## src/rtl/mandelbrot_escape_time_pixel_top_defines.svh

```systemverilog
// ----------------------------------------------------------------------------
// Assertion macros for the Mandelbrot escape-time pixel block
// Concurrent checks that are compiled for simulation and left empty for
// synthesis.
// ----------------------------------------------------------------------------
`ifndef MANDELBROT_ESCAPE_TIME_PIXEL_TOP_DEFINES_SVH
`define MANDELBROT_ESCAPE_TIME_PIXEL_TOP_DEFINES_SVH

`ifndef SYNTHESIS

// The antecedent implies the consequent in the same cycle.
`define MBE_ASSERT_IMP(lbl, ante, cons) \
  lbl: assert property (@(posedge clk_i) disable iff (!rst_ni) (ante) |-> (cons)) \
    else $error("mbe: implication check failed");

// The expression never holds outside reset.
`define MBE_ASSERT_NEVER(lbl, expr) \
  lbl: assert property (@(posedge clk_i) disable iff (!rst_ni) !(expr)) \
    else $error("mbe: forbidden condition seen");

`else

`define MBE_ASSERT_IMP(lbl, ante, cons)
`define MBE_ASSERT_NEVER(lbl, expr)

`endif

`endif

```

## src/rtl/mbe_pkg.sv

```systemverilog
// ----------------------------------------------------------------------------
// mbe_pkg
// Types, constants and helper functions shared by the escape-time modules.
// ----------------------------------------------------------------------------
`default_nettype none

package mbe_pkg;

  // Fixed-point format: signed words with four integer bits.
  localparam int FRAC_BITS    = 28;
  localparam int COORD_BITS   = 11;
  localparam int WORD_W       = FRAC_BITS + 4;
  localparam int PROD_W       = 2 * WORD_W;
  localparam int SUM_W        = PROD_W - FRAC_BITS + 3;
  localparam int STEP_W       = 29;
  localparam int COORD_PROD_W = STEP_W + COORD_BITS;
  localparam int SAT_W        = (COORD_PROD_W + 1 > SUM_W) ? COORD_PROD_W + 1 : SUM_W;
  localparam int CNT_W        = 8;

  // Reorder buffer sizing; it must cover every item inside the loop.
  localparam int ROB_DEPTH = 4;
  localparam int TAG_W     = $clog2(ROB_DEPTH);
  localparam int OCC_W     = $clog2(ROB_DEPTH + 1);

  // Configuration register indexes and reset values.
  localparam int CFG_IDX_W = 2;
  localparam logic [CFG_IDX_W-1:0] CFG_MAX_ITER = 2'd0;
  localparam logic [CFG_IDX_W-1:0] CFG_STEP_X   = 2'd1;
  localparam logic [CFG_IDX_W-1:0] CFG_STEP_Y   = 2'd2;
  localparam logic [CNT_W-1:0]  MAX_ITER_RST = 8'd28;
  localparam logic [STEP_W-1:0] STEP_X_RST   = 29'd838861;
  localparam logic [STEP_W-1:0] STEP_Y_RST   = 29'd1491308;

  // Escape threshold 4.0 expressed on the unshifted squares.
  localparam logic [PROD_W:0] ESC_LIMIT = (PROD_W + 1)'(1) << (2 * FRAC_BITS + 2);

  typedef logic signed [WORD_W-1:0] word_t;
  typedef logic [TAG_W-1:0]         tag_t;
  typedef logic [CNT_W-1:0]         cnt_t;

  // One item in the orbit loop, holding z after cnt iterations.
  typedef struct packed {
    logic  valid;
    word_t re;
    word_t im;
    word_t c_re;
    word_t c_im;
    cnt_t  cnt;
    tag_t  tag;
  } orbit_t;

  // Item after the squaring stage.
  typedef struct packed {
    logic              valid;
    logic [PROD_W-1:0] rr;
    logic [PROD_W-1:0] ii;
    logic [PROD_W-1:0] ri;
    logic              neg;
    word_t             c_re;
    word_t             c_im;
    cnt_t              cnt;
    tag_t              tag;
  } prod_t;

  // A finished item leaving the loop.
  typedef struct packed {
    logic valid;
    tag_t tag;
    cnt_t cnt;
  } retire_t;

  // Reorder buffer status seen by the top level.
  typedef struct packed {
    logic room;
    logic empty;
    tag_t tag;
  } rob_status_t;

  // Clamp a wide signed value to the word range.
  function automatic word_t sat_word(input logic signed [SAT_W-1:0] v);
    logic [SAT_W-WORD_W:0] hi;
    hi = v[SAT_W-1:WORD_W-1];
    if ((&hi) || !(|hi)) begin
      return v[WORD_W-1:0];
    end else if (v[SAT_W-1]) begin
      return {1'b1, {(WORD_W-1){1'b0}}};
    end else begin
      return {1'b0, {(WORD_W-1){1'b1}}};
    end
  endfunction

endpackage

`default_nettype wire

```

## src/rtl/mbe_rob.sv

```systemverilog
// ----------------------------------------------------------------------------
// mbe_rob
// Reorder buffer and output register. Items leave the loop in any order and
// are handed on in the order in which they were accepted.
// ----------------------------------------------------------------------------
`default_nettype none

module mbe_rob (
  input  wire logic                  clk_i,
  input  wire logic                  rst_ni,
  input  wire logic                  ins_i,
  input  wire mbe_pkg::retire_t      retire_i,
  input  wire logic                  out_stall_i,
  output mbe_pkg::rob_status_t       status_o,
  output logic                       out_valid_o,
  output logic [mbe_pkg::CNT_W-1:0]  escape_count_o,
  output logic [mbe_pkg::CNT_W-1:0]  red_level_o
);

  mbe_pkg::cnt_t                     cnt_q [mbe_pkg::ROB_DEPTH];
  logic [mbe_pkg::ROB_DEPTH-1:0]     valid_q, valid_d;
  mbe_pkg::tag_t                     head_q, head_d;
  mbe_pkg::tag_t                     tail_q, tail_d;
  logic [mbe_pkg::OCC_W-1:0]         occ_q, occ_d;
  logic                              out_v_q, out_v_d;
  mbe_pkg::cnt_t                     count_q, red_q;
  mbe_pkg::cnt_t                     head_cnt;
  logic                              pop;

  assign status_o.room  = occ_q < mbe_pkg::OCC_W'(mbe_pkg::ROB_DEPTH);
  assign status_o.empty = occ_q == '0;
  assign status_o.tag   = tail_q;

  assign head_cnt = cnt_q[head_q];
  assign pop      = valid_q[head_q] && (!out_v_q || !out_stall_i);

  // Bookkeeping of entries, pointers and occupancy.
  always_comb begin
    valid_d = valid_q;
    if (pop) begin
      valid_d[head_q] = 1'b0;
    end
    if (retire_i.valid) begin
      valid_d[retire_i.tag] = 1'b1;
    end
    head_d  = head_q + mbe_pkg::TAG_W'(pop);
    tail_d  = tail_q + mbe_pkg::TAG_W'(ins_i);
    occ_d   = occ_q + mbe_pkg::OCC_W'(ins_i) - mbe_pkg::OCC_W'(pop);
    out_v_d = pop || (out_v_q && out_stall_i);
  end

  always_ff @(posedge clk_i or negedge rst_ni) begin
    if (!rst_ni) begin
      valid_q <= '0;
      head_q  <= '0;
      tail_q  <= '0;
      occ_q   <= '0;
      out_v_q <= 1'b0;
    end else begin
      valid_q <= valid_d;
      head_q  <= head_d;
      tail_q  <= tail_d;
      occ_q   <= occ_d;
      out_v_q <= out_v_d;
    end
  end

  // Counts are stored by tag as items finish.
  always_ff @(posedge clk_i) begin
    if (retire_i.valid) begin
      cnt_q[retire_i.tag] <= retire_i.cnt;
    end
  end

  // Output register; the red byte is count * 10 kept to eight bits.
  always_ff @(posedge clk_i) begin
    if (pop) begin
      count_q <= head_cnt;
      red_q   <= (head_cnt << 3) + (head_cnt << 1);
    end
  end

  assign out_valid_o    = out_v_q;
  assign escape_count_o = count_q;
  assign red_level_o    = red_q;

endmodule

`default_nettype wire

```

## config.mk

```make
export PLATFORM = sky130hd
export DESIGN_NAME = mbe_rob
export DESIGN_NICKNAME = d
export VERILOG_FILES = /design/src/rtl/mandelbrot_escape_time_pixel_top_defines.svh /design/src/rtl/mbe_pkg.sv /design/src/rtl/mbe_rob.sv
export SDC_FILE = /design/constraint.sdc
export NUM_CORES = 1
export LEC_CHECK = 0
export BUFFER_PORTS_ARGS = -buffer_cell sky130_fd_sc_hd__buf_2
export CAP_MARGIN = 20
export CORE_MARGIN = 3
export CORE_UTILIZATION = 34
export DETAILED_ROUTE_END_ITERATION = 16
export RECOVER_POWER = 100
export SLEW_MARGIN = 20
export SYNTH_ARGS = -nofsm -noshare
export SYNTH_HDL_FRONTEND = slang
export SYNTH_SLANG_ARGS = --single-unit
```

## constraint.sdc

```tcl
create_clock -name clk_i -period 3.15 [get_ports clk_i]
set_input_delay 0.7875 -clock clk_i [delete_from_list [all_inputs] [get_ports clk_i]]
set_output_delay 0.7875 -clock clk_i [all_outputs]
set_load 0.05 [all_outputs]
```

==> flow_summary.toml <==
[sta]
worst_pin_slew_ns = 0.821
post-route-min-period_ns = 2.75
final_min_period_over_clock_period = 0.872
rsz0062_at_grt = "false"
timing.final.setup_violations = 0
timing_hold_violations_final = 0
relSlewSlack = 0.452
fmax_mhz = 364
setup_tns_ns = 0
final.setup_skew_ns = 0.00990
final_max_slew_viol_count = 0

[finish]
nNetsFinal = 184
antenna-diode-count = 0
fraction_of_layout_instances_using_a_drive_strength_above_1 = 0.146
area_growth_syn_to_layout_pct = 18.6

[logic_synthesis]
synth_enable_flop_cells = 45
synth-async-reset-ratio = 0.211
synth.yosys.seq_area_share = 0.729
synth_cell_type_count = 27
synth_flop_cell = "sky130_fd_sc_hd__edfxtp_1"
synthesis.area_um2 = 2270
synthDominantAreaCellType = "sky130_fd_sc_hd__edfxtp_1"
syn_inst = 115
synthesis.area_per_instance_um2 = 19.7
yosys_warnings = 0
synth_area_leaders = "sky130_fd_sc_hd__edfxtp_1 60%, sky130_fd_sc_hd__dfrtp_1 13%, sky130_fd_sc_hd__mux4_2 7.0%, sky130_fd_sc_hd__ha_1 4.4%, sky130_fd_sc_hd__mux4_1 2.3%"
postSynthNetCount = 140
synth_top_area_frac = 0.596
postSynthRegisterBits = 57

[flow_run]
drv_cap = 0

[global_route]
grt_max_degree = 15
grt_pass1_vias = 1223
groute.layer.met1.usage = 0.118
use_met2 = 0.189
global_route_wire_length_before_repair_um = 6040
global_route.usage.met3 = 0.0310
overflow = 0
grt_use_total = 0.111
antenna_found_initial = 0
grt_most_used_layer = "met2"

[clock_tree]
postCtsHoldBufs = 0
cts.sink_count = 57
post_cts_resize_count = 0
cts_tree = "yes"
post_cts_clock_slew_at_the_launch_and_capture_registers_of_the_worst_setup_and_hold_paths_ns = 0.06
cts.htree.levels = 3
insertion_delay_ns = 0.33
cts-buffers-inserted = 9
cts-root-buf = "sky130_fd_sc_hd__clkbuf_8"
cts_max_path_buffers = 2
post_cts_buffers = 0

[critical_path]
critPathCaptureType = "register"
cpPeakStageDelay_ns = 0.67
timing.setup.critical_path_class = "reg -> reg"
cp.buffers_inverters = 1
worstPathArrival_ns = 2.81
timing.critical_path.max_delay_family = "multiplexers"
cp_slowest_cell = "sky130_fd_sc_hd__mux4_1"
critical_path.cell_chain = "clkbuf_1 -> mux4_1 -> ha_1 -> a21o_1 -> a21oi_1 -> xnor3_1"
largest_fanout_on_the_critical_path = 7
setup.worst_path.start_class = "register"
critPathRequiredTime_ns = 3.21

[outcome]
run_status = "finished clean"

[place]
place_congestion = 0.715
dp_hpwl_um = 2650
numPortBuffers = 34

[floorplanning]
floorplan.core_area_um2 = 6390
ioPinCount = 36
die-width_um = 87.6
core.rowCount = 29
full_die_area_um2 = 7680
initial_core_util = 0.355
floorplan.die.height_um = 87.6

[routing]
drt_first_pass_iters = 4
avgRoutedWirePerCell_um = 15.4
detailedRoute.firstIterationViolations = 34
finalWirelength_um = 3720
dr_total_vias = 1142
postRouteAntennaNets = 0
drc_errors = 0
ratio_of_routed_vias_to_standard_cells = 4.74

[hold_path]
hold_path.class = "in -> async"
==> worst reg2reg max path, cell delays in order (launching register included) <==
cell	delay (ns)
sky130_fd_sc_hd__dfrtp_1	0.59
sky130_fd_sc_hd__clkbuf_1	0.27
sky130_fd_sc_hd__mux4_1	0.67
sky130_fd_sc_hd__ha_1	0.36
sky130_fd_sc_hd__a21o_1	0.19
sky130_fd_sc_hd__a21oi_1	0.18
sky130_fd_sc_hd__xnor3_1	0.23
==> cell families (layout without fill, tap and decap cells) <==
| logic type | count (synthesis) | in the layout | share of synthesized area |
|---|---|---|---|
| other cells | 1 | 1 | 0.00165 |
| buf+inv | 10 | 59 | 0.0221 |
| xor+xnor | 7 | 7 | 0.0331 |
| mux | 9 | 9 | 0.0928 |
| simple gates | 12 | 12 | 0.0315 |
| flops | 57 | 57 | 0.729 |
| compound gates | 9 | 9 | 0.0282 |
| fa+ha+maj | 10 | 10 | 0.0618 |
==> cells in the final DEF, fill, tap and decap left out, drive strengths merged, types with 2 or more instances in the layout <==
cell and n:
a21oi 2, xnor2 3, a21o 6, inv 5, bufinv 2, ha 8
fa 2, nand2 2, nand3b 2, mux4 9, edfxtp 45, clkinv 4
clkbuf 45, xor2 3, buf 3, dfrtp 12
==> per-stage QoR <==
| step | instances | hold WS, ns | cell area (µm²) | util | setup slack (ns) |
|---|---|---|---|---|---|
| 2_1_floorplan | 115 | 0.441 | 2270 | - | 0.537 |
| 3_3_place_gp | 225 | 0.449 | 2530 | 0.396 | 0.507 |
| 3_5_place_dp | 225 | 0.455 | 2530 | 0.396 | 0.467 |
| 4_1_cts | 241 | 0.320 | 2740 | 0.429 | 0.403 |
| 5_1_grt | 241 | 0.495 | 2690 | 0.421 | 0.259 |
| 6_report | 241 | 0.461 | 2690 | 0.421 | 0.403 |
==> Yosys cell counts (all sizes together), types with 2 or more instances <==
| master | instances |
|---|---|
| xnor2 | 3 |
| buf | 5 |
| a21oi | 2 |
| ha | 8 |
| a21o | 6 |
| fa | 2 |
| inv | 5 |
| xor2 | 3 |
| nand3b | 2 |
| edfxtp | 45 |
| nand2 | 2 |
| mux4 | 9 |
| dfrtp | 12 |
==> cell type report <==
cell class	count	area, µm²
Clock buffer	10	128
Sequential cell	57	1650
Tap cell	77	96.3
Inverter	5	18.8
Timing Repair Buffer	38	146
Multi-Input combinational cell	48	564
Fill cell	576	3700
Clock inverter	6	82.6
==> final timing paths <==
path	end	from	depth (start not counted)	slack (ns)
min in group clk_i	tail_q[1]	tail_q[1]	1	0.47
worst min-delay path	occ_q[2]	rst_ni	1	0.46
worst min register to register	tail_q[1]	tail_q[1]	1	0.47
worst max-delay path	red_level_o[7]	head_q[0]	6	0.40
worst max register to register	red_level_o[7]	head_q[0]	6	0.40
max in group asynchronous	valid_q[2]	rst_ni	1	2.27
==> sequential cells by signal, indices dropped and copies added, names as in the netlist <==
signal          count
cnt_q              32
escape_count_o      8
head_q              2
occ_q               3
out_valid_o         1
red_level_o         5
tail_q              2
valid_q             4
==> routing by layer <==
| metal | vias to the layer above | share of wire |
|---|---|---|
| li1 | 531 | - |
| met5 | - | 0 |
| met3 | 7 | 0.048 |
| met4 | 0 | 0.024 |
| met2 | 30 | 0.53 |
| met1 | 574 | 0.40 |
Power is left out: the tool's default activity adds up to more than one toggle a clock period on the data nets, which glitch-free logic cannot reach.
