### src/rtl/mandelbrot_escape_time_pixel_top_defines.svh
// ----------------------------------------------------------------------------
// Assertion macros for the Mandelbrot escape-time pixel block
// Concurrent checks that are compiled for simulation and left empty for
// synthesis.
// ----------------------------------------------------------------------------
`ifndef MANDELBROT_ESCAPE_TIME_PIXEL_TOP_DEFINES_SVH
`define MANDELBROT_ESCAPE_TIME_PIXEL_TOP_DEFINES_SVH

`ifndef SYNTHESIS

// The antecedent implies the consequent in the same cycle.
`define MBE_ASSERT_IMP(lbl, ante, cons) \
  lbl: assert property (@(posedge clk_i) disable iff (!rst_ni) (ante) |-> (cons)) \
    else $error("mbe: implication check failed");

// The expression never holds outside reset.
`define MBE_ASSERT_NEVER(lbl, expr) \
  lbl: assert property (@(posedge clk_i) disable iff (!rst_ni) !(expr)) \
    else $error("mbe: forbidden condition seen");

`else

`define MBE_ASSERT_IMP(lbl, ante, cons)
`define MBE_ASSERT_NEVER(lbl, expr)

`endif

`endif

### src/rtl/mbe_pkg.sv
// ----------------------------------------------------------------------------
// mbe_pkg
// Types, constants and helper functions shared by the escape-time modules.
// ----------------------------------------------------------------------------
`default_nettype none

package mbe_pkg;

  // Fixed-point format: signed words with four integer bits.
  localparam int FRAC_BITS    = 28;
  localparam int COORD_BITS   = 11;
  localparam int WORD_W       = FRAC_BITS + 4;
  localparam int PROD_W       = 2 * WORD_W;
  localparam int SUM_W        = PROD_W - FRAC_BITS + 3;
  localparam int STEP_W       = 29;
  localparam int COORD_PROD_W = STEP_W + COORD_BITS;
  localparam int SAT_W        = (COORD_PROD_W + 1 > SUM_W) ? COORD_PROD_W + 1 : SUM_W;
  localparam int CNT_W        = 8;

  // Reorder buffer sizing; it must cover every item inside the loop.
  localparam int ROB_DEPTH = 4;
  localparam int TAG_W     = $clog2(ROB_DEPTH);
  localparam int OCC_W     = $clog2(ROB_DEPTH + 1);

  // Configuration register indexes and reset values.
  localparam int CFG_IDX_W = 2;
  localparam logic [CFG_IDX_W-1:0] CFG_MAX_ITER = 2'd0;
  localparam logic [CFG_IDX_W-1:0] CFG_STEP_X   = 2'd1;
  localparam logic [CFG_IDX_W-1:0] CFG_STEP_Y   = 2'd2;
  localparam logic [CNT_W-1:0]  MAX_ITER_RST = 8'd28;
  localparam logic [STEP_W-1:0] STEP_X_RST   = 29'd838861;
  localparam logic [STEP_W-1:0] STEP_Y_RST   = 29'd1491308;

  // Escape threshold 4.0 expressed on the unshifted squares.
  localparam logic [PROD_W:0] ESC_LIMIT = (PROD_W + 1)'(1) << (2 * FRAC_BITS + 2);

  typedef logic signed [WORD_W-1:0] word_t;
  typedef logic [TAG_W-1:0]         tag_t;
  typedef logic [CNT_W-1:0]         cnt_t;

  // One item in the orbit loop, holding z after cnt iterations.
  typedef struct packed {
    logic  valid;
    word_t re;
    word_t im;
    word_t c_re;
    word_t c_im;
    cnt_t  cnt;
    tag_t  tag;
  } orbit_t;

  // Item after the squaring stage.
  typedef struct packed {
    logic              valid;
    logic [PROD_W-1:0] rr;
    logic [PROD_W-1:0] ii;
    logic [PROD_W-1:0] ri;
    logic              neg;
    word_t             c_re;
    word_t             c_im;
    cnt_t              cnt;
    tag_t              tag;
  } prod_t;

  // A finished item leaving the loop.
  typedef struct packed {
    logic valid;
    tag_t tag;
    cnt_t cnt;
  } retire_t;

  // Reorder buffer status seen by the top level.
  typedef struct packed {
    logic room;
    logic empty;
    tag_t tag;
  } rob_status_t;

  // Clamp a wide signed value to the word range.
  function automatic word_t sat_word(input logic signed [SAT_W-1:0] v);
    logic [SAT_W-WORD_W:0] hi;
    hi = v[SAT_W-1:WORD_W-1];
    if ((&hi) || !(|hi)) begin
      return v[WORD_W-1:0];
    end else if (v[SAT_W-1]) begin
      return {1'b1, {(WORD_W-1){1'b0}}};
    end else begin
      return {1'b0, {(WORD_W-1){1'b1}}};
    end
  endfunction

endpackage

`default_nettype wire

### src/rtl/mbe_coord.sv
// ----------------------------------------------------------------------------
// mbe_coord
// Maps a pixel index to one component of c: step * pixel - 2, saturated.
// ----------------------------------------------------------------------------
`default_nettype none

module mbe_coord (
  input  wire logic [mbe_pkg::STEP_W-1:0]     step_i,
  input  wire logic [mbe_pkg::COORD_BITS-1:0] pixel_i,
  output mbe_pkg::word_t                      coord_o
);

  localparam logic signed [mbe_pkg::SAT_W-1:0] OFFSET =
    mbe_pkg::SAT_W'(2) << mbe_pkg::FRAC_BITS;

  logic [mbe_pkg::COORD_PROD_W-1:0] prod;
  logic signed [mbe_pkg::SAT_W-1:0] diff;

  // The product is never negative, so only the upper bound can clip.
  always_comb begin
    prod    = mbe_pkg::COORD_PROD_W'(step_i) * mbe_pkg::COORD_PROD_W'(pixel_i);
    diff    = $signed({{(mbe_pkg::SAT_W - mbe_pkg::COORD_PROD_W){1'b0}}, prod}) - OFFSET;
    coord_o = mbe_pkg::sat_word(diff);
  end

endmodule

`default_nettype wire

### config.mk
export PLATFORM = sky130hd
export DESIGN_NAME = mbe_coord
export DESIGN_NICKNAME = d
export VERILOG_FILES = /design/src/rtl/mandelbrot_escape_time_pixel_top_defines.svh /design/src/rtl/mbe_pkg.sv /design/src/rtl/mbe_coord.sv
export SDC_FILE = /design/constraint.sdc
export NUM_CORES = 1
export LEC_CHECK = 0
export ABC_AREA = 0
export ABC_CLOCK_PERIOD_IN_PS = 7600
export BUFFER_PORTS_ARGS = -buffer_cell sky130_fd_sc_hd__buf_2
export CELL_PAD_IN_SITES_DETAIL_PLACEMENT = 0
export CELL_PAD_IN_SITES_GLOBAL_PLACEMENT = 1
export CORE_MARGIN = 2
export CORE_UTILIZATION = 35
export DETAILED_ROUTE_END_ITERATION = 8
export MAX_ROUTING_LAYER = met4
export PLACE_DENSITY_LB_ADDON = 0.1
export SYNTH_ARGS = -nofsm -noshare
export SYNTH_HDL_FRONTEND = slang
export SYNTH_SLANG_ARGS = --single-unit
### constraint.sdc
create_clock -name vclk -period 7.6
set_clock_uncertainty 0.05 [all_clocks]
set_input_delay 0.38 -clock vclk [all_inputs]
set_output_delay 0.38 -clock vclk [all_outputs]
set_load 0.03 [all_outputs]
==> results of run 1 <==
-- logic make-up (layout without fill, tap and decap cells) --
family | count (synthesis) | count (layout) | synth area share (%)
adders and majority gates | 354 | 354 | 56.82
AOI/OAI and AO/OA | 149 | 149 | 9.606
muxes | 1 | 1 | 0.09106
and+or+nand+nor | 411 | 411 | 18.17
buffers and inverters | 367 | 374 | 12.77
xor gates and xnor gates | 32 | 32 | 2.550
-- layout by cell type (no fill, tap or decap), types with 3 or more instances in the layout --
cell and count:
a211oi_1 4, fa_1 242, o21ai_0 19, buf_2 67, and2_1 148, o211ai_1 3, o21a_1 5, a31o_2 4
a211o_1 4, nand4_1 6, ha_1 112, o31ai_1 3, a21oi_1 29, and3_1 6, nor3_1 5, inv_1 289
nor2_1 17, buf_4 11, clkbuf_4 5, a21o_1 45, a31oi_1 8, nand2_1 207, nand2b_1 3, nand3_1 11
xor2_1 13, xnor2_1 19
-- worst max-delay path: stages --
cell	delay, ns
clkbuf_4	0.32
buf_4	0.26
and2_1	0.15
fa_1	0.42
inv_1	0.08
fa_1	0.44
fa_1	0.56
inv_1	0.05
fa_1	0.49
inv_1	0.05
fa_1	0.47
inv_1	0.04
ha_1	0.44
o2111ai_1	0.21
nand2_1	0.21
a31oi_4	0.15
o31ai_4	0.36
a21oi_2	0.14
or3_1	0.36
a2111oi_0	0.38
a41o_2	0.28
buf_12	0.18
a21o_1	0.19
buf_2	0.22
-- final timing paths --
check        from          end  depth (start not counted)
max    pixel_i[5]  coord_o[18]                         24
min     step_i[0]   coord_o[0]                          3
-- what timing repair did --
| action | 4_1_cts | 5_1_grt |
|---|---|---|
| resized for setup | 0 | 5 |
| endpoints found under the hold margin | 0 | 0 |
| endpoints found under the setup margin | 0 | 31 |
-- metal layers --
metal	vias to the layer above	wire length, um	track usage, %
li1	3971	-	-
met1	4209	12880	24.09
met2	104	15320	35.25
met3	23	542	0.3225
met4	0	435	2.472
met5	-	0	-
-- layout make-up --
| type | instances | area, um2 |
|---|---|---|
| inverter | 289 | 1085 |
| tap | 396 | 495.5 |
| multi-input combinational | 947 | 9589 |
| fill | 3286 | 19080 |
| timing repair buffer | 85 | 495.5 |
-- per-stage QoR --
step                      util, %  area (um2)  hold slack (ns)  worst slack (ns)  instances
after floorplan                 -       10990           0.9468            0.9474       1314
after global placement      37.89       11650            1.326            0.2338       1717
after detailed placement    37.89       11650            1.331            0.1735       1717
after CTS                   37.89       11650            1.332            0.1561       1717
after global routing        37.94       11660            1.353          0.003158       1717
final                       37.94       11660            1.324            0.3156       1717
==> metrics.txt, run 1 <==
run status finished, final reports clean; # Post-CTS Setup Buffers 0; Ys Warns 0; fin crit share between 90% and 100%; # IOs 72; Initial DRC Count 270; CP Capture Type output pin; library cells used by synthesis 54; CORE AREA 0.03075 mm2; CP Launch Type input pin; Layout area overhead 6.112%; gr usage total 19.11%; Hold-fix buffers, CTS 0; initial antenna violation count 0; largest net degree at the start of global routing 32; Worst EP arrival 6.85 ns; most frequent cell after synthesis inv_1; number of port buffers 72; HPWL Detailed 25.01 mm; Final ANT Viol Nets 0; Fin Setup TNS 0 ns; Synth top area share 44.07%; Pins Over Slew Limit 0; Antenna Cells 0; Post-Syn Nets 1708; FFs & Latches 0; critical path required time 7.17 ns; hold crit path type in -> out; Syn Area/Cell roughly 8.4 um2; first-pass GRT wire length just under 50 mm; Final Hold Fails 0; row count 64; slew margin rel. 55.92%; top post-synthesis cells by count inv_1, fa_1, nand2_1, and2_1, ha_1; # setup viols final 0; cells after synthesis 1314; final WL 29.18 mm; Initial Util 35.75%; Die Ht 181.2 um; CP max FO 31; RSZ-0062 raised after global routing no; Die ar. approximately 0.033 mm2; Seq. cell area 0 um2; RD Place Congestion 0.8233; Avg WL per Cell 16.99 um; final-layout clock buffer total 0; total gr overflow 0; nets 1717; number of global-route vias before repair 9159; Vias/cell a little under 5; Mapped Area 0.01099 mm2; area leader, netlist fa_1; Least-Margin Pin Slew 0.6612 ns; via count ~8300; DR DRC count 0; Peak Freq 0.1373 GHz; First-pass DRT Iterations 4; die width around 180 um; share of cells above drive strength 1 7.343%; fin crit period 7.284 ns; Setup CP Type in -> out; top post-synthesis cells by area fa_1, ha_1, inv_1; sequential area share after synthesis 0%; # Max-Cap Violations 0
Power of run 1 is not shown: default switching activity piles up to over one toggle a cycle in this logic, so the estimate is an artifact.
==> run 2, diff against run 1 <==
==> constraint.sdc (replaced) <==
create_clock -name vclk -period 7.6
set_clock_uncertainty 0.05 [all_clocks]
set_input_delay 1.52 -clock vclk [all_inputs]
set_output_delay 1.52 -clock vclk [all_outputs]
set_load 0.03 [all_outputs]
==> run 2 against run 1 <==
  * The flow now finishes with violations (setup timing)
  * Count of clock-buffer cells in the layout unchanged
  * Critical path depth rose by 1
  * Die area stayed put
  * Worst hold slack gained 2.3 ns
  * Sequential share of layout area unchanged
  * First-iteration DRC count grew 4.1%
  * Highest routed layer unchanged
==> metrics.txt, run 2 (synthesis results as in run 1) <==
run status finished with violations (was finished, final reports clean); failing checks setup timing; # fillers 3057 (was 3286); CP max FO 8 (was 31); die width 181.2 um (unchanged); fin crit period 8.921 ns (was 7.284 ns); share of cells above drive strength 1 30.76% (was 7.343%); RSZ-0062 raised after global routing yes (was no); Die Ht 181.2 um (unchanged); Final ANT Viol Nets 0 (unchanged); Setup CP Type in -> out (unchanged); most frequent CP cell fa_1 (unchanged); Hold-fix buffers, CTS 0 (unchanged); first-pass GRT wire length 54.64 mm (was 49.02 mm); commonest cells after routing, fill and taps aside inv_1, buf_4, fa_1 (was inv_1, fa_1, nand2_1); via count 9303 (was 8307); Least-Margin Pin Slew 0.6484 ns (was 0.6612 ns); number of port buffers 72 (unchanged); slew margin rel. 56.77% (was 55.92%); HPWL Detailed 26.78 mm (was 25.01 mm); gr usage total 21.49% (was 19.11%); FFs & Latches 0 (unchanged); Avg WL per Cell 16.75 um (was 16.99 um); Final Hold Fails 0 (unchanged); CORE AREA 0.03075 mm2 (unchanged); largest net degree at the start of global routing 28 (was 32); Seq. cell area 0 um2 (unchanged); # setup viols final 32 (was 0); CP Launch Type input pin (unchanged); # Max-Cap Violations 0 (unchanged); Slowest Stage Delay on Critical Path 0.53 ns (was 0.56 ns); First-pass DRT Iterations 4 (unchanged); Initial DRC Count 281 (was 270); CP Capture Type output pin (unchanged); final WL 32.72 mm (was 29.18 mm); Fin Setup TNS -39.72 ns (was 0 ns); fin crit share 117.4% (was 95.85%); slowest stage cell, crit path fa_1 (unchanged); row count 64 (unchanged); RD Place Congestion 0.8153 (was 0.8233); most common cell after layout, fill and taps aside inv_1 (unchanged); DR DRC count 0 (unchanged); Worst EP arrival 7.35 ns (was 6.85 ns); initial antenna violation count 0 (unchanged); Layout area overhead 36.43% (was 6.112%); number of global-route vias before repair 10468 (was 9159); critical path required time 6.03 ns (was 7.17 ns); hold crit path type in -> out (unchanged); Pins Over Slew Limit 0 (unchanged); Die ar. 0.03284 mm2 (unchanged); total gr overflow 0 (unchanged); # IOs 72 (unchanged); Peak Freq 0.1121 GHz (was 0.1373 GHz); final-layout clock buffer total 0 (unchanged); Vias/cell 4.763 (was 4.838); Antenna Cells 0 (unchanged); Initial Util 35.75% (unchanged); nets 1953 (was 1717); worst setup margin -1.321 ns (was 0.3156 ns)
run 2: what timing repair did:
action                     CTS  global route
buffers inserted            21             3
setup endpoints to repair   32            32
hold endpoints to repair     0             0
resized for setup          198            25
gates cloned                12             1
pin swaps                   30            23
run 2: cell type report:
cell class	instances	area [um2]	share of cell area, %
Inverter	289	1085	7.233
Multi-Input combinational cell	947	10470	69.83
Tap cell	396	495.5	3.304
Timing Repair Buffer	321	2944	19.63
run 2: routing by layer:
layer	GRT usage [%]	share of wire (%)	wire length (um)
met1	25.14	41	13400
met2	41.32	55	17870
met3	1.028	2.6	859
met4	3.154	1.8	586
met5	-	0	0
run 2: path summary, 6_finish.rpt:
check,from,to,slack (ns),cells past startpoint
worst max-delay path,pixel_i[3],coord_o[14],-1.32,25
worst min-delay path,step_i[0],coord_o[0],3.65,4
run 2: critical path: cells and delay by family:
kind	cells	cell delay [ns]
AND/OR/NAND/NOR	2	0.21
adder cells (fa/ha/maj)	6	2.79
AO/OA/AOI/OAI	5	1.23
buffers and inverters	11	1.28
multiplexers	1	0.30
run 2: metrics by stage:
step	area, um2	utilization (%)	cells	setup slack, ns	hold slack [ns]
2_1_floorplan	11640	-	1314	-0.8095	3.227
3_3_place_gp	13670	44.47	1918	-1.620	3.726
3_5_place_dp	13670	44.47	1918	-1.683	3.721
4_1_cts	14890	48.44	1950	-1.325	3.666
5_1_grt	15000	48.78	1953	-1.524	3.682
6_report	15000	48.78	1953	-1.321	3.650
Power of run 2 is left out for the same reason.
==> run 3, diff against run 2 <==
--- a/config.mk
+++ b/config.mk
@@ -15,6 +15,7 @@
 export DETAILED_ROUTE_END_ITERATION = 8
 export MAX_ROUTING_LAYER = met4
 export PLACE_DENSITY_LB_ADDON = 0.1
+export RECOVER_POWER = 50
 export SYNTH_ARGS = -nofsm -noshare
 export SYNTH_HDL_FRONTEND = slang
 export SYNTH_SLANG_ARGS = --single-unit
==> constraint.sdc (replaced) <==
create_clock -name vclk -period 7.6
set_clock_uncertainty 0.05 [all_clocks]
set_input_delay 1.52 -clock vclk [all_inputs]
set_output_delay 1.52 -clock vclk [all_outputs]
set_load 0.05 [all_outputs]
==> run 3 against run 2 <==
  * The flow still finishes with violations (setup timing)
  * Global-route usage up 0.28 points
  * Die area did not move
  * Fmax down 0.84%
  * Worst hold slack better by 0.049 ns
  * Cell count increased by 0.92%
  * Core utilization increased by 1.4 points
  * Critical path depth decreased by 1
  * Non-clock buffer count grew 18
  * Sequential cell count did not move
  * Design area rose by 2.9%
  * Count of clock-buffer cells in the layout did not move
  * Sequential share of layout area unchanged
  * Highest routed layer unchanged
==> metrics.txt, run 3 (synthesis results as in run 1) <==
run status finished with violations (unchanged); final WL 33.11 mm (was 32.72 mm); largest net degree at the start of global routing 24 (was 28); Hold EP coord_o[0] (unchanged); Slowest Stage Delay on Critical Path 0.58 ns (was 0.53 ns); die width 181.2 um (unchanged); hold path cells 4 (unchanged); # IOs 72 (unchanged); worst setup margin -1.396 ns (was -1.321 ns); Seq. cell area 0 um2 (unchanged); final-layout clock buffer total 0 (unchanged); number of port buffers 72 (unchanged); gr usage total 21.77% (was 21.49%); number of global-route vias before repair 10658 (was 10468); total gr overflow 0 (unchanged); fin crit period 8.996 ns (was 8.921 ns); Layout area overhead 40.42% (was 36.43%); DR DRC count 0 (unchanged); HPWL Detailed 27.09 mm (was 26.78 mm); failing checks setup timing (unchanged); fin crit share 118.4% (was 117.4%); worst hold margin 3.699 ns (was 3.650 ns); most frequent CP cell fa_1 (unchanged); Pins Over Slew Limit 0 (unchanged); RD Place Congestion 0.8427 (was 0.8153); # Max-Cap Violations 0 (unchanged); initial antenna violation count 0 (unchanged); Crit path max-delay family adder cells (unchanged); hold crit path type in -> out (unchanged); CP Launch Type input pin (unchanged); Die Ht 181.2 um (unchanged); Final ANT Viol Nets 0 (unchanged); Vias/cell 4.748 (was 4.763); FFs & Latches 0 (unchanged); Antenna Cells 0 (unchanged); critical path required time 6.03 ns (about the same); Avg WL per Cell 16.80 um (was 16.75 um); via count 9358 (was 9303); Peak Freq 0.1112 GHz (was 0.1121 GHz); Initial DRC Count 306 (was 281); share of cells above drive strength 1 31.37% (was 30.76%); RSZ-0062 raised after global routing yes (unchanged); # setup viols final 32 (unchanged); worst path cell trace buf_8, buf_6, and2_4, fa_1, fa_1, fa_1, fa_1, inv_1, fa_1, inv_2, ha_4, nand3_2, o211ai_1, a221o_1, buf_4, or2_4, a41oi_2, xor2_1, nand4_1, o41a_4, buf_12, buf_16, a21o_4, buf_8; Final Hold Fails 0 (unchanged); slew margin rel. 62.90% (was 56.77%); most common cell after layout, fill and taps aside inv_1 (unchanged); hold wc startpoint step_i[0] (unchanged); Hold-fix buffers, CTS 0 (unchanged); Initial Util 35.75% (unchanged); Buf+Inv Stages, Crit Path 8 (was 11); CP max FO 8 (unchanged); first-pass GRT wire length 55.79 mm (was 54.64 mm); Setup CP Type in -> out (unchanged); commonest cells after routing, fill and taps aside inv_1, buf_4, fa_1 (unchanged); Worst EP arrival 7.43 ns (was 7.35 ns); Die ar. 0.03284 mm2 (unchanged); # fillers 2977 (was 3057); Least-Margin Pin Slew 0.5425 ns (was 0.6484 ns); CP Capture Type output pin (unchanged); slowest stage cell, crit path fa_1 (unchanged); First-pass DRT Iterations 4 (unchanged); CORE AREA 0.03075 mm2 (unchanged); nets 1971 (was 1953); row count 64 (unchanged)
## run 3: what timing repair did
action | 4_1_cts | 5_1_grt
resized for setup | 260 | 29
buffers inserted | 39 | 10
endpoints found under the hold margin | 0 | 0
endpoints found under the setup margin | 32 | 32
pin swaps | 52 | 13
gates cloned | 10 | 2
## run 3: layout make-up
| cell class | count | area, um2 | area share (%) |
|---|---|---|---|
| multi-input combinational | 947 | 10490 | 67.94 |
| timing repair buffer | 339 | 3368 | 21.82 |
| inverter | 289 | 1085 | 7.028 |
| tap | 396 | 495.5 | 3.210 |
## run 3: how the worst max path moves through the flow
stage                           start     endpoint  slack, ns  cells past startpoint
after global placement     pixel_i[5]   coord_o[0]      -1.76                     25
after CTS                 pixel_i[10]  coord_o[23]      -1.36                     25
after detailed placement   pixel_i[5]   coord_o[0]      -1.76                     25
final                       step_i[5]  coord_o[16]      -1.40                     24
after global routing        step_i[5]  coord_o[16]      -1.62                     26
after floorplan            pixel_i[8]  coord_o[13]      -0.84                     22
## run 3: metal layers
metal | track usage, % | vias to the layer above | routed length (um)
li1 | - | 4480 | -
met1 | 26.21 | 4717 | 13720
met2 | 41.18 | 132 | 17760
met3 | 0.9474 | 29 | 1058
met4 | 2.927 | 0 | 573
met5 | - | - | 0
## run 3: metrics by stage
step	instances	TNS (ns)	setup WS (ns)	utilization, %	area, um2
after floorplan	1314	-25.25	-0.8370	-	11640
after global placement	1915	-54.62	-1.757	44.27	13610
after detailed placement	1915	-54.58	-1.757	44.27	13610
after CTS	1963	-41.94	-1.356	49.67	15270
after global routing	1971	-49.89	-1.624	50.20	15440
final	1971	-42.44	-1.396	50.20	15440
Power of run 3 is left out for the same reason.
